[config.mk]
export PLATFORM = sky130hd
export DESIGN_NAME = mltt_queue
export DESIGN_NICKNAME = d
export VERILOG_FILES = /design/src/design/mltt_queue.sv
export SDC_FILE = /design/constraint.sdc
export NUM_CORES = 1
export LEC_CHECK = 0
export ABC_AREA = 1
export BUFFER_PORTS_ARGS = -buffer_cell sky130_fd_sc_hd__buf_2
export CORE_MARGIN = 10
export CORE_UTILIZATION = 51
export CTS_BUF_LIST = sky130_fd_sc_hd__clkbuf_16
export DETAILED_ROUTE_END_ITERATION = 6
export HOLD_SLACK_MARGIN = 0.03
export PLACE_DENSITY_LB_ADDON = 0.3
export SLEW_MARGIN = 20
export SYNTH_ARGS = -nofsm -noshare
export SYNTH_HDL_FRONTEND = slang
export SYNTH_SLANG_ARGS = --single-unit
[constraint.sdc]
create_clock -name clock -period 2.19 [get_ports clock]
set_clock_uncertainty 0.2 [all_clocks]
set_input_delay 0.3285 -clock clock [delete_from_list [all_inputs] [get_ports clock]]
set_output_delay 0.3285 -clock clock [all_outputs]
set_load 0.1 [all_outputs]
[src/design/mltt_queue.sv]
// Two-entry queue between the front end and the tour engine.
module mltt_queue #(
   parameter int WIDTH = 18
) (
   input  logic             clock,
   input  logic             reset,
   input  logic             wr_valid,
   output logic             wr_ready,
   input  logic [WIDTH-1:0] wr_data,
   output logic             rd_valid,
   input  logic             rd_ready,
   output logic [WIDTH-1:0] rd_data
);

   logic [WIDTH-1:0] data_ff [2];
   logic             wr_ptr_ff;
   logic             rd_ptr_ff;
   logic [1:0]       fill_ff;
   logic             push;
   logic             pop;

   assign wr_ready = fill_ff != 2'd2;
   assign rd_valid = fill_ff != 2'd0;
   assign rd_data  = data_ff[rd_ptr_ff];
   assign push     = wr_valid && wr_ready;
   assign pop      = rd_valid && rd_ready;

   always_ff @(posedge clock) begin
      if (push) begin
         data_ff[wr_ptr_ff] <= wr_data;
      end
   end

   always_ff @(posedge clock) begin
      if (reset) begin
         wr_ptr_ff <= 1'b0;
         rd_ptr_ff <= 1'b0;
         fill_ff   <= 2'd0;
      end else begin
         if (push) begin
            wr_ptr_ff <= ~wr_ptr_ff;
         end
         if (pop) begin
            rd_ptr_ff <= ~rd_ptr_ff;
         end
         fill_ff <= fill_ff + {1'b0, push} - {1'b0, pop};
      end
   end

endmodule

==> reports/qor.yml, run 1 <==
outcome: "complete, no violations"
n_fill_cell: 170
yosysTopAreaCell: "edfxtp_1"
io_buffers: 41
hold_viol_final: 0
yosys-top-cells-area: "edfxtp_1, mux2_4, dfxtp_1, mux2_2, nor2_1"
synth_top_area_share: 0.6771
ys_ff_latch: 41
die_x_um: 75.95
die-area_um2: 5768
drive_gt1_frac: 0.4740
grt_max_degree: 14
top_usage_layer: "met2"
slew_headroom: 0.6761
postCtsSetupBuffers: 0
grt_pass1_vias: 1013
cp_top_family: "buffers and inverters"
worst_slack_ns: 0.2573
fin_tns_setup_ns: 0
cts.sinks: 41
slowest_delay_ns: 0.39
met3_usage: 0.04835
routabilityCongestion: 0.6478
rsz0062_at_grt: "no"
diodes: 0
path_cells: "buf_4, mux2_2, buf_12"
drtAntennaViolNets: 0
final_cell_mix: "edfxtp_1, buf_2, buf_12, mux2_4, dlygate4sd3_1"
drc_errors: 0
worstSetupStartpointType: "flop"
initial_utilization: 0.5273
ys_seq_area_frac: 0.7398
hold_path_class: "primary input to flop"
core_area_um2: 3028
cp_slowest_cell: "mux2_2"
finalCriticalPeriod_ns: 1.933
drtPass1Iterations: 4
path_class: "flop to primary output"
fin_util: 0.7909
required_ns: 1.66
vias: 941
grt_first_pass_wirelength_um: 4974
grt_usage: 0.1117
p_per_area_nw_per_um2: 1539
synthCells: 93
cts.reportedPaths.clkPinSlew_ns: 0.06
multi_input_area_um2: 359.1
syn_area_um2: 1597
ir_drop_mv: 1.153
max_cap_viol_count: 0
tightest_slew_ns: 0.4892
h-tree-depth: 2
finalCritPeriodShare: 0.8825
dp_hpwl_um: 2149
cts_buffer_depth: 2
synth_nets: 117
gr-usage-met2: 0.1786
synth.avg_cell_area_um2: 17.17
seq_area_um2: 1181
area_growth_pct: 50.00
antenna_found_initial: 0
final_nets: 177
cts_root_buf: "clkbuf_16"
critPathBufInv: 2
slew_violations: 0
first_iter_violations: 60
layout_commonest_cell: "edfxtp_1"
drt_wl_total_um: 3048
routed_via_density: 4.753
fp.dieH_um: 75.95
cts_buffers: 5
pre_cts_ws_ns: 0.4741
clk_latency_ns: 0.28
setup_viol: 0
routedWlPerCell_um: 15.39
ys_types: 12
core.rowCount: 20
leakagePower_nw: 0.9812
worstPathMaxFanout: 11
io_pins: 42
cts_tree: "done"
hold_slack_ns: 0.03838
yosys_warnings: 0
cp-end-kind: "primary output"
fmax_ghz: 0.5174
overflow: 0
crit_arrival_ns: 1.40
met1_usage: 0.1235
## per-layer routing
| metal | wire (um) | share of wire | vias to the layer above |
|---|---|---|---|
| met5 | 0 | 0 | - |
| met4 | 54 | 0.018 | 0 |
| met3 | 121 | 0.040 | 6 |
| met2 | 1602 | 0.53 | 24 |
| met1 | 1269 | 0.42 | 455 |
| li1 | - | - | 456 |
## cell type report
class / count / area share
flip-flops and latches: 41 / 0.4932
clock buffers: 5 / 0.05225
repair buffers: 55 / 0.2518
inverters: 8 / 0.01254
clock inverters: 3 / 0.01724
well taps: 44 / 0.02299
multi-input cells: 42 / 0.1499
## state kept, by name (all words and copies together), names as in the netlist, named ones only
register and flops:
data_ff 36, fill_ff 2, wr_ptr_ff 1, rd_ptr_ff 1
## cells in the mapped netlist
master / instances
a21oi_1: 2
buf_12: 1
buf_6: 1
dfxtp_1: 5
edfxtp_1: 36
ha_1: 2
inv_1: 8
mux2_2: 8
mux2_4: 10
nand2_1: 8
nand3_1: 3
nor2_1: 9
## repair_timing
action | 4_1_cts | 5_1_grt
hold buffers | 7 | 2
gates resized for setup | 0 | 0
endpoints found under the setup margin | 0 | 0
endpoints found under the hold margin | 12 | 4
## through the flow
| stage | std cells | instance area (um2) | power (mW) |
|---|---|---|---|
| finish | 198 | 2395 | 3.686 |
| global route | 198 | 2395 | 3.823 |
| CTS | 196 | 2375 | 3.723 |
| detailed placement | 181 | 2138 | 2.894 |
| global placement | 181 | 2138 | 2.859 |
| floorplan | 93 | 1602 | 2.322 |
## worst paths after layout
kind | slack, ns | to | start | cells past startpoint
setup / recovery | 0.26 | rd_data[17] | flop | 3
hold / removal | 0.04 | data_ff[1][8]$_DFFE_PP_ | wr_data[8] | 1
setup reg to reg | 0.46 | fill_ff[1]$_SDFF_PP0_ | fill_ff[0]$_SDFF_PP0_ | 10
hold reg to reg | 0.33 | wr_ptr_ff$_SDFFE_PP0N_ | wr_ptr_ff$_SDFFE_PP0N_ | 2
## report_power, final
part	internal [mW]	total [mW]	switching (mW)
combinational	0.625	1.84	1.21
clock	0.532	0.807	0.274
sequential	0.995	1.04	0.0478
total	2.15	3.69	1.53
## kinds of logic after synthesis
logic type | after synthesis | share of synthesized area
AOI/OAI and AO/OA | 2 | 0.006270
adders and majority gates | 2 | 0.01567
buffers and inverters | 10 | 0.03840
DFF | 41 | 0.7398
muxes | 18 | 0.1505
and+or+nand+nor | 20 | 0.04937
Note: power is estimated with default switching activity, not from simulation.
==> inputs of run 2 (changes only) <==
--- a/config.mk
+++ b/config.mk
@@ -7,9 +7,11 @@
 export LEC_CHECK = 0
 export ABC_AREA = 1
 export BUFFER_PORTS_ARGS = -buffer_cell sky130_fd_sc_hd__buf_2
+export CORE_ASPECT_RATIO = 0.6
 export CORE_MARGIN = 10
 export CORE_UTILIZATION = 51
 export CTS_BUF_LIST = sky130_fd_sc_hd__clkbuf_16
+export CTS_CLUSTER_SIZE = 30
 export DETAILED_ROUTE_END_ITERATION = 6
 export HOLD_SLACK_MARGIN = 0.03
 export PLACE_DENSITY_LB_ADDON = 0.3
==> reports/qor.yml, run 2 (synthesized netlist as in run 1, its figures left out) <==
instances_no_fill: 188  # -5.1%
outcome: "complete, no violations"
top_usage_layer: "met2"
drive_gt1_frac: 0.4932  # +0.01912
diodes: 0  # unchanged
io_pins: 42  # unchanged
tightest_slew_ns: 0.4898  # +0.0006421 ns
drt_wl_total_um: 3365  # +10%
fin_area_um2: 2283  # -4.7%
finalCritPeriodShare: 0.8767  # -0.005832
dp_cells: 179  # -1.1%
slew_violations: 0  # unchanged
largest_register_ffs: 36  # unchanged
fin_tns_setup_ns: 0  # unchanged
cts.sinks: 41  # unchanged
p_per_area_nw_per_um2: 1560  # +1.4%
ff2ff_setup_slack_ns: 0.39  # -0.07 ns
core_area_um2: 2928  # -3.3%
grt_usage: 0.1197  # +0.007948
worstSetupStartpointType: "flop"
cts_root_buf: "clkbuf_16"
worst_slack_ns: 0.2701  # +0.01277 ns
h-tree-depth: 2  # unchanged
hold_buffers: 1  # -6
cts_tree: "done"
antenna_found_initial: 0  # unchanged
fin_util: 0.7799  # -0.01099
routed_via_density: 4.936  # +3.9%
setup_viol: 0  # unchanged
path_cells: "buf_4, mux2_2, buf_12"
drc_errors: 0  # unchanged
slowest_delay_ns: 0.39  # about the same
grt_first_pass_wirelength_um: 5423  # +9.0%
cts_buffers: 5  # unchanged
seq_area_um2: 1181  # unchanged
routedWlPerCell_um: 17.90  # +16%
met1_usage: 0.1218  # -0.001661
path_class: "flop to primary output"
grt_max_degree: 14  # unchanged
postCtsSetupBuffers: 0  # unchanged
drtAntennaViolNets: 0  # unchanged
cp_slowest_cell: "mux2_2"
grt_pass1_vias: 1105  # +9.1%
final_cell_mix: "edfxtp_1, buf_2, buf_12, mux2_4"
required_ns: 1.66  # about the same
cts_buffer_depth: 2  # unchanged
crit_arrival_ns: 1.39  # about the same
initial_utilization: 0.5453  # +0.01803
first_iter_violations: 50  # -17%
routabilityCongestion: 0.6311  # -2.6%
finalCriticalPeriod_ns: 1.920  # -0.01277 ns
core.rowCount: 15  # -25%
hold_viol_final: 0  # unchanged
final_nets: 169  # -4.5%
gr-usage-met2: 0.2132  # +0.03459
layout_commonest_cell: "edfxtp_1"
hold_path_class: "primary input to flop"
largest-register: "data_ff"
multi_input_area_um2: 359.1  # unchanged
n_fill_cell: 169  # -0.59%
biggestRegsByFlops: "data_ff x36, fill_ff x2"
pre_cts_ws_ns: 0.4413  # -0.03279 ns
ir_drop_mv: 1.162  # +0.76%
worstPathMaxFanout: 11  # unchanged
hold_slack_ns: 0.04120  # +0.002817 ns
fp.dieH_um: 63.34  # -17%
fmax_ghz: 0.5209  # +0.67%
overflow: 0  # unchanged
leakagePower_nw: 0.9390  # -4.3%
cts.reportedPaths.clkPinSlew_ns: 0.06  # about the same
placed_area_um2: 2136  # -0.12%
cp-end-kind: "primary output"
cts_resized: 0  # unchanged
power.total_mw: 3.563  # -3.3%
die-area_um2: 5842  # +1.3%
max_cap_viol_count: 0  # unchanged
rsz0062_at_grt: "no"
io_buffers: 41  # unchanged
drtPass1Iterations: 4  # unchanged
slew_headroom: 0.6757  # about the same
dp_hpwl_um: 2296  # +6.9%
met3_usage: 0.05910  # +0.01075
area_growth_pct: 43.03
die_x_um: 92.23  # +21%
vias: 928  # -1.4%
clk_latency_ns: 0.27  # about the same
==> run 2: cell types whose count changed in the layout (fill, tap and decap cells not counted), sizes merged <==
| cell | delta |
|---|---|
| bufinv | -1 |
| dlygate4sd3 | -8 |
| clkinv | +2 |
| clkinvlp | -1 |
==> run 2: cell type report <==
cell class / instances / area share
clock inverter: 3 / 0.005479
inverter: 8 / 0.01315
timing repair buffer: 47 / 0.2290
multi-input combinational: 42 / 0.1573
clock buffer: 5 / 0.05479
sequential: 41 / 0.5173
tap: 42 / 0.02301
==> run 2: per-layer routing <==
layer,vias to the layer above,wire length (um)
met5,-,0
met4,0,13
met2,27,1795
li1,440,-
met1,459,1306
met3,2,250
==> run 2: worst max-delay path, delay by kind of cell, from the launching register on <==
family | cells | cell delay [ns]
buffers and inverters | 2 | 0.40
multiplexers | 1 | 0.39
flip-flops | 1 | 0.32
==> run 2: where the power goes <==
group          internal [mW]  total, mW  switching, mW
clock network          0.411      0.670          0.259
registers              0.995       1.05         0.0500
logic                  0.616       1.85           1.23
==> run 2: final timing paths <==
| kind | start | endpoint | cells after the start |
|---|---|---|---|
| max | flop | rd_data[17] | 3 |
| min | wr_data[10] | data_ff[1][10]$_DFFE_PP_ | 1 |
| max reg2reg | fill_ff[0]$_SDFF_PP0_ | fill_ff[1]$_SDFF_PP0_ | 10 |
| min reg2reg | rd_ptr_ff$_SDFFE_PP0P_ | flop | 2 |
