File: config.mk
export PLATFORM = sky130hd
export DESIGN_NAME = mltt_front
export DESIGN_NICKNAME = d
export VERILOG_FILES = /design/src/design/mltt_pkg.sv /design/src/design/mltt_front.sv
export SDC_FILE = /design/constraint.sdc
export NUM_CORES = 1
export LEC_CHECK = 0
export ABC_CLOCK_PERIOD_IN_PS = 3200
export BUFFER_PORTS_ARGS = -buffer_cell sky130_fd_sc_hd__buf_2
export CAP_MARGIN = 20
export CORE_AREA = 5 5 42 44
export DETAILED_ROUTE_END_ITERATION = 6
export DIE_AREA = 0 0 47 49
export HOLD_SLACK_MARGIN = 0.1
export PLACE_DENSITY_LB_ADDON = 0.08
export SETUP_SLACK_MARGIN = 0.02
export SLEW_MARGIN = 5
export SYNTH_ARGS = -nofsm -noshare
export SYNTH_HDL_FRONTEND = slang
export SYNTH_SLANG_ARGS = --single-unit
File: constraint.sdc
create_clock -name clock -period 3.2 [get_ports clock]
set_clock_uncertainty 0.2 [all_clocks]
set_input_delay 0.16 -clock clock [delete_from_list [all_inputs] [get_ports clock]]
set_output_delay 0.16 -clock clock [all_outputs]
set_load 0.01 [all_outputs]
File: src/design/mltt_pkg.sv
// Shared constants and types of the minimum-latency line tour block.
package mltt_pkg;

   localparam int MAX_POINTS_DEF    = 64;
   localparam int POSITION_BITS_DEF = 16;
   localparam int FIELD_BITS        = 16;
   localparam int COST_BITS         = 31;

   localparam logic [COST_BITS-1:0] COST_CAP = {COST_BITS{1'b1}};

   typedef enum logic [3:0] {
      ST_LOAD,
      ST_START,
      ST_COPY,
      ST_R1,
      ST_R2,
      ST_MUL,
      ST_ADD,
      ST_FIN1,
      ST_FIN2
   } back_state_type;

endpackage

File: src/design/mltt_front.sv
// Front end: accepts points, masks them and marks the ones beyond capacity.
module mltt_front #(
   parameter int MAX_POINTS    = mltt_pkg::MAX_POINTS_DEF,
   parameter int POSITION_BITS = mltt_pkg::POSITION_BITS_DEF
) (
   input  logic                                 clock,
   input  logic                                 reset,
   input  logic                                 req_valid,
   output logic                                 req_ready,
   input  logic [mltt_pkg::FIELD_BITS-1:0]      req_point_position,
   input  logic                                 req_last_point,
   output logic                                 q_valid,
   input  logic                                 q_ready,
   output logic [POSITION_BITS+1:0]             q_data
);

   localparam int CW = $clog2(MAX_POINTS + 2);

   logic [CW-1:0] count_ff;
   logic [CW-1:0] count_in;
   logic          keep;
   logic          fire;

   assign keep      = count_ff < CW'(MAX_POINTS);
   assign fire      = req_valid && req_ready;
   assign req_ready = q_ready;
   assign q_valid   = req_valid;
   assign q_data    = {POSITION_BITS'(req_point_position), keep, req_last_point};

   always_comb begin
      count_in = count_ff;
      if (fire) begin
         if (req_last_point) begin
            count_in = '0;
         end else if (keep) begin
            count_in = count_ff + CW'(1);
         end
      end
   end

   always_ff @(posedge clock) begin
      if (reset) begin
         count_ff <= '0;
      end else begin
         count_ff <= count_in;
      end
   end

endmodule

==> qor.yml, run 1 <==
pwr:
  ir_drop_uv: 168
  power.total_w: 0.000190
  p_per_area_nw_per_um2: 408
  p_leak_nw: 0.164
global_routing:
  use_met1: 0.0998
  grt_use_met2: 0.138
  grt_pass1_vias: 351
  grt.overflow.total: 0
  grt_first_pass_wirelength_um: 1560
  globalRouteMet3Util: 0.0295
  grtUsageTotal: 0.0975
  antenna_found_initial: 0
  grt_max_degree: 11
  grt-busiest-layer: "met2"
floorplan:
  core-area_um2: 1400
  initial_utilization: 0.357
  die-area_um2: 2300
  rows: 14
  io_pins: 41
  die_h_um: 49
  die_w_um: 47
placed_design:
  dp.final_hpwl_um: 714
  gp_congestion: 0.695
  portBuffers: 8
  place_worst_setup_slack_ns: 1.64
routing:
  firstDrtPassIters: 2
  viasPerCell: 4.72
  first_iter_violations: 1
  drc: 0
  vias: 340
  wire_per_inst_um: 13.1
  ant_nets: 0
  routed_wl_um: 944
final_layout:
  nNetsFinal: 79
  reg_top3: "count_ff: 7 flops"
  final_cell_mix: "buf_2, dfxtp_1, nand2_1"
  largest-register: "count_ff"
  drive_gt1_frac: 0.214
  fin_util: 0.333
  final.fill_count: 158
  diodes: 0
  syn2layout_area_growth_pct: -6.75
  largest_register_ff_count: 7
  final_common_cell: "buf_2"
timing:
  finalCriticalPeriod_ns: 2.04
  worst_pin_slew_ns: 0.633
  fin_ws_ns: 1.16
  slew_headroom: 0.576
  fmax_ghz: 0.491
  setup_viol: 0
  hold_viol: 0
  maxSlewViolCount: 0
  fin_tns_setup_ns: 0
  rsz0062_at_grt: "false"
  period_share: 0.637
cts:
  cts_buffers: 3
  cts_tree: "yes"
  clkSinkCount: 7
  post_cts_buffers: 0
  clock_latency_ns: 0.26
  cts-root-buf: "clkbuf_4"
  path_clk_slew_ns: 0.05
  htree_num_levels: 1
  clock_path_buffers: 2
synthesis:
  synthCells: 61
  yosys_warnings: 0
  synthArstFlopShare: 0
  netlist.area_leader.share: 0.300
  avgSynthCellArea_um2: 8.20
  synthFlopType: "dfxtp_1"
  synthesis.area_um2: 500
  ys_top_cells_by_area: "buf_4, dfxtp_1, mux2i_1"
  synth_edf_count: 0
  synth.yosys.seq_area_share: 0.280
  yosysUniqueCellTypes: 21
  syn-num-nets: 83
  synth_seq_cells: 7
  yosysTopAreaCell: "buf_4"
worst_setup_path:
  required_ns: 3.20
  cp-end-kind: "flip-flop"
  critPathArrivalTime_ns: 2.04
  cp_max_fo: 5
  critPathLaunchType: "input port"
  critPathKind: "input port to flip-flop"
run_status:
  status: "completed"
job:
  cap_violations: 0
min_path:
  hp-class: "input port to output pin"
## worst paths after layout
path                            cells past startpoint           to                   from  slack (ns)
worst max-delay path                                5  count_ff[0]         req_last_point        1.16
worst max register to register                      4  count_ff[0]            count_ff[6]        1.36
worst min register to register                      2  count_ff[5]            count_ff[5]        0.27
worst min-delay path                                0   q_data[11]  req_point_position[9]        0.12
## routing by layer
metal  wire length [um]  part of all wire
met5                  0                 0
met4                 45             0.048
met3                 98              0.10
met2                458              0.49
met1                341              0.36
## synthesized netlist by cell type (2+ instances only)
library cell,number
o21ai_1,2
a21oi_1,2
dfxtp_1,7
mux2i_1,3
nor4_1,3
or4_1,2
nand2b_1,3
buf_4,20
inv_1,2
nand2_1,6
## worst max-delay path: stages
cell           delay, ns
dlygate4sd3_1       0.54
buf_2               0.14
or4_1               0.47
a21oi_1             0.16
dlygate4sd3_1       0.56
## what timing repair did
| item | CTS | global route |
|---|---|---|
| resized for setup | 0 | 0 |
| hold buffers | 3 | 0 |
| hold endpoints to repair | 3 | 0 |
## where the power goes
part	switching [W]	internal (W)
Clock	0.0000371	0.0000479
Sequential	0.000000616	0.0000879
Combinational	0.00000911	0.00000787
## per-stage QoR
stage	hold slack, ns	cell area, um^2	std cells
after floorplan	0.0291	500	61
after global placement	0.120	410	65
after detailed placement	0.120	410	65
after global routing	0.120	467	72
final	0.120	467	72
after CTS	0.120	467	72
## cell families (layout without fill, tap and decap cells)
family | count (synthesis) | count (layout) | synth area share
buf+inv | 23 | 18 | 0.322
simple gates | 19 | 19 | 0.215
compound gates | 8 | 8 | 0.0975
flops | 7 | 7 | 0.280
mux | 3 | 3 | 0.0600
fa+ha+maj | 1 | 1 | 0.0250
## area by class of cell
class / instances / area (um^2) / area share
tap: 16 / 20.0 / 0.0429
sequential: 7 / 140 / 0.300
inverter: 3 / 11.3 / 0.0241
clock buffer: 4 / 26.3 / 0.0563
timing repair buffer: 11 / 70.1 / 0.150
multi-input combinational: 31 / 199 / 0.426
Power figures use the tool's default switching activity.
==> run 2, diff against run 1 <==
ABC_CLOCK_PERIOD_IN_PS = 1700   (was 3200)
CORE_AREA = default   (was 5 5 42 44)
CORE_MARGIN = 5   (was default)
CORE_UTILIZATION = 33   (was default)
DIE_AREA = default   (was 0 0 47 49)
clock period = 1.7 ns   (was 3.2 ns; I/O delays follow)
==> qor.yml, run 2 (synthesis results as in run 1) <==
routing:
  first_iter_violations: 3  # +2
  wire_per_inst_um: 11.8  # -10%
  viasPerCell: 4.77  # +0.94%
  routed_wl_um: 1060  # +12%
  ant_nets: 0  # unchanged
  drc: 0  # unchanged
  vias: 429  # +26%
  firstDrtPassIters: 2  # unchanged
placed_design:
  portBuffers: 8  # unchanged
  gp_congestion: 0.657  # -5.5%
  place_worst_setup_slack_ns: 0.132  # -1.51 ns
  dp.final_hpwl_um: 674  # -5.5%
cts:
  cts_tree: "yes"
  path_clk_slew_ns: 0.05  # about the same
  clock_latency_ns: 0.25  # about the same
  cts-root-buf: "clkbuf_4"
  post_cts_resized: 0  # unchanged
  htree_num_levels: 1  # unchanged
  clkSinkCount: 7  # unchanged
  cts_buffers: 3  # unchanged
  clock_path_buffers: 2  # unchanged
pwr:
  p_sw_w: 0.0000943  # +100%
  sequentialPowerShare: 0.425  # -0.040
  power.total_w: 0.000393  # +110%
  p_leak_nw: 0.237  # +45%
  p_int_w: 0.000298  # +110%
  clkPwrFrac: 0.377  # -0.069
  ir_drop_uv: 355  # +110%
  swShare: 0.240  # -0.00554
  p_per_area_nw_per_um2: 609  # +49%
  power_frac_comb: 0.198  # +0.109
worst_setup_path:
  path_cells: "ha_1, clkinv_1, or4_1, a21boi_1"
  cp-end-kind: "flip-flop"
  max_stage_delay_ns: 0.50  # -0.06 ns
  critPathArrivalTime_ns: 1.56  # -0.48 ns
  critPathSlowestCell: "or4_1"
  critPathLaunchType: "flip-flop"
  crit_buf_inv: 1  # -2
  cp_top_family: "simple AND/OR/NAND/NOR gates"
  cp_max_fo: 4  # -1
  critPathKind: "flip-flop to flip-flop"
  required_ns: 1.68  # -1.52 ns
final_layout:
  multi_input_area_um2: 199  # unchanged
  fin_util: 0.438  # +0.105
  nNetsFinal: 97  # +23%
  seq_area_um2: 140  # unchanged
  diodes: 0  # unchanged
  drive_gt1_frac: 0.176  # -0.0386
  final.fill_count: 152  # -3.8%
  final_common_cell: "dlygate4sd3_1"
  syn2layout_area_growth_pct: 28.8
  reg_top3: "count_ff: 7 flops"
  largest_register_ff_count: 7  # unchanged
  final_cell_mix: "dlygate4sd3_1, buf_2, dfxtp_1, nand2_1"
  largest-register: "count_ff"
timing:
  fin_ws_ns: 0.112  # -1.05 ns
  finalCriticalPeriod_ns: 1.59
  hold_viol: 0  # unchanged
  worst_pin_slew_ns: 0.438  # -0.195 ns
  fmax_ghz: 0.630
  maxSlewViolCount: 0  # unchanged
  fin_tns_setup_ns: 0  # unchanged
  rsz0062_at_grt: "false"
  slew_headroom: 0.707  # +0.131
  setup_viol: 0  # unchanged
  period_share: 0.934
global_routing:
  grt.overflow.total: 0  # unchanged
  globalRouteMet3Util: 0.0306  # +0.00106
  grtUsageTotal: 0.0870  # -0.0105
  use_met1: 0.0806  # -0.0192
  grt_max_degree: 11  # unchanged
  antenna_found_initial: 0  # unchanged
  grt_use_met2: 0.152  # +0.0142
  grt_first_pass_wirelength_um: 1640  # +5.3%
  grt-busiest-layer: "met2"
  grt_pass1_vias: 424  # +21%
floorplan:
  die-area_um2: 2400  # +4.0%
  initial_utilization: 0.340  # -0.0170
  io_pins: 41  # unchanged
  core-area_um2: 1470  # +5.0%
  die_h_um: 48.9  # -0.11%
  rows: 14  # unchanged
  die_w_um: 48.9  # +4.1%
min_path:
  hp-class: "flip-flop to flip-flop"
job:
  cap_violations: 0  # unchanged
run_status:
  status: "completed"
==> run 2: changes by cell type in the layout (fill, tap and decap cells not counted), sizes merged <==
cell,previous run,this run
dlygate4sd3,3,20
buf,8,9
==> run 2: final cells by class <==
class,count,area share
multi-input cells,31,0.309
clock buffers,4,0.0408
well taps,16,0.0311
inverters,3,0.0175
flip-flops and latches,7,0.217
repair buffers,29,0.384
==> run 2: worst min-delay path, stage by stage, from the launching register on <==
cell     delay [ns]
dfxtp_1        0.32
nand2_1        0.05
mux2i_1        0.05
==> run 2: metal layers <==
metal	up-vias	wire (um)
met2	22	537
met5	-	0
met3	2	96
met1	187	413
li1	218	-
met4	0	14
==> run 2: power by group through the flow <==
| stage | registers [W] | logic, W | clock network (W) |
|---|---|---|---|
| 2_1_floorplan | 0.000170 | 0.0000567 | 0 |
| 3_3_place_gp | 0.000170 | 0.0000279 | 0 |
| 3_5_place_dp | 0.000170 | 0.0000289 | 0 |
| 4_1_cts | 0.000167 | 0.0000783 | 0.000157 |
| 5_1_grt | 0.000167 | 0.0000831 | 0.000164 |
| 6_report | 0.000167 | 0.0000777 | 0.000148 |
==> run 2: path summary, 6_finish.rpt <==
check	from	end	slack (ns)	cells past startpoint
min reg2reg	count_ff[5]	count_ff[5]	0.27	2
max reg2reg	count_ff[0]	count_ff[2]	0.11	4
max	count_ff[0]	count_ff[2]	0.11	4
min	count_ff[5]	count_ff[5]	0.27	2
==> run 2: metrics by stage <==
stage / area, um^2 / hold WS (ns) / cells
floorplan: 500 / -0.0459 / 61
global placement: 418 / -0.0299 / 66
detailed placement: 418 / -0.0299 / 66
CTS: 644 / 0.274 / 90
global route: 644 / 0.296 / 90
finish: 644 / 0.272 / 90
==> run 2: repair_timing <==
item | 4_1_cts | 5_1_grt
buffers inserted | 0 | 0
endpoints found under the hold margin | 22 | 0
hold buffers | 20 | 0
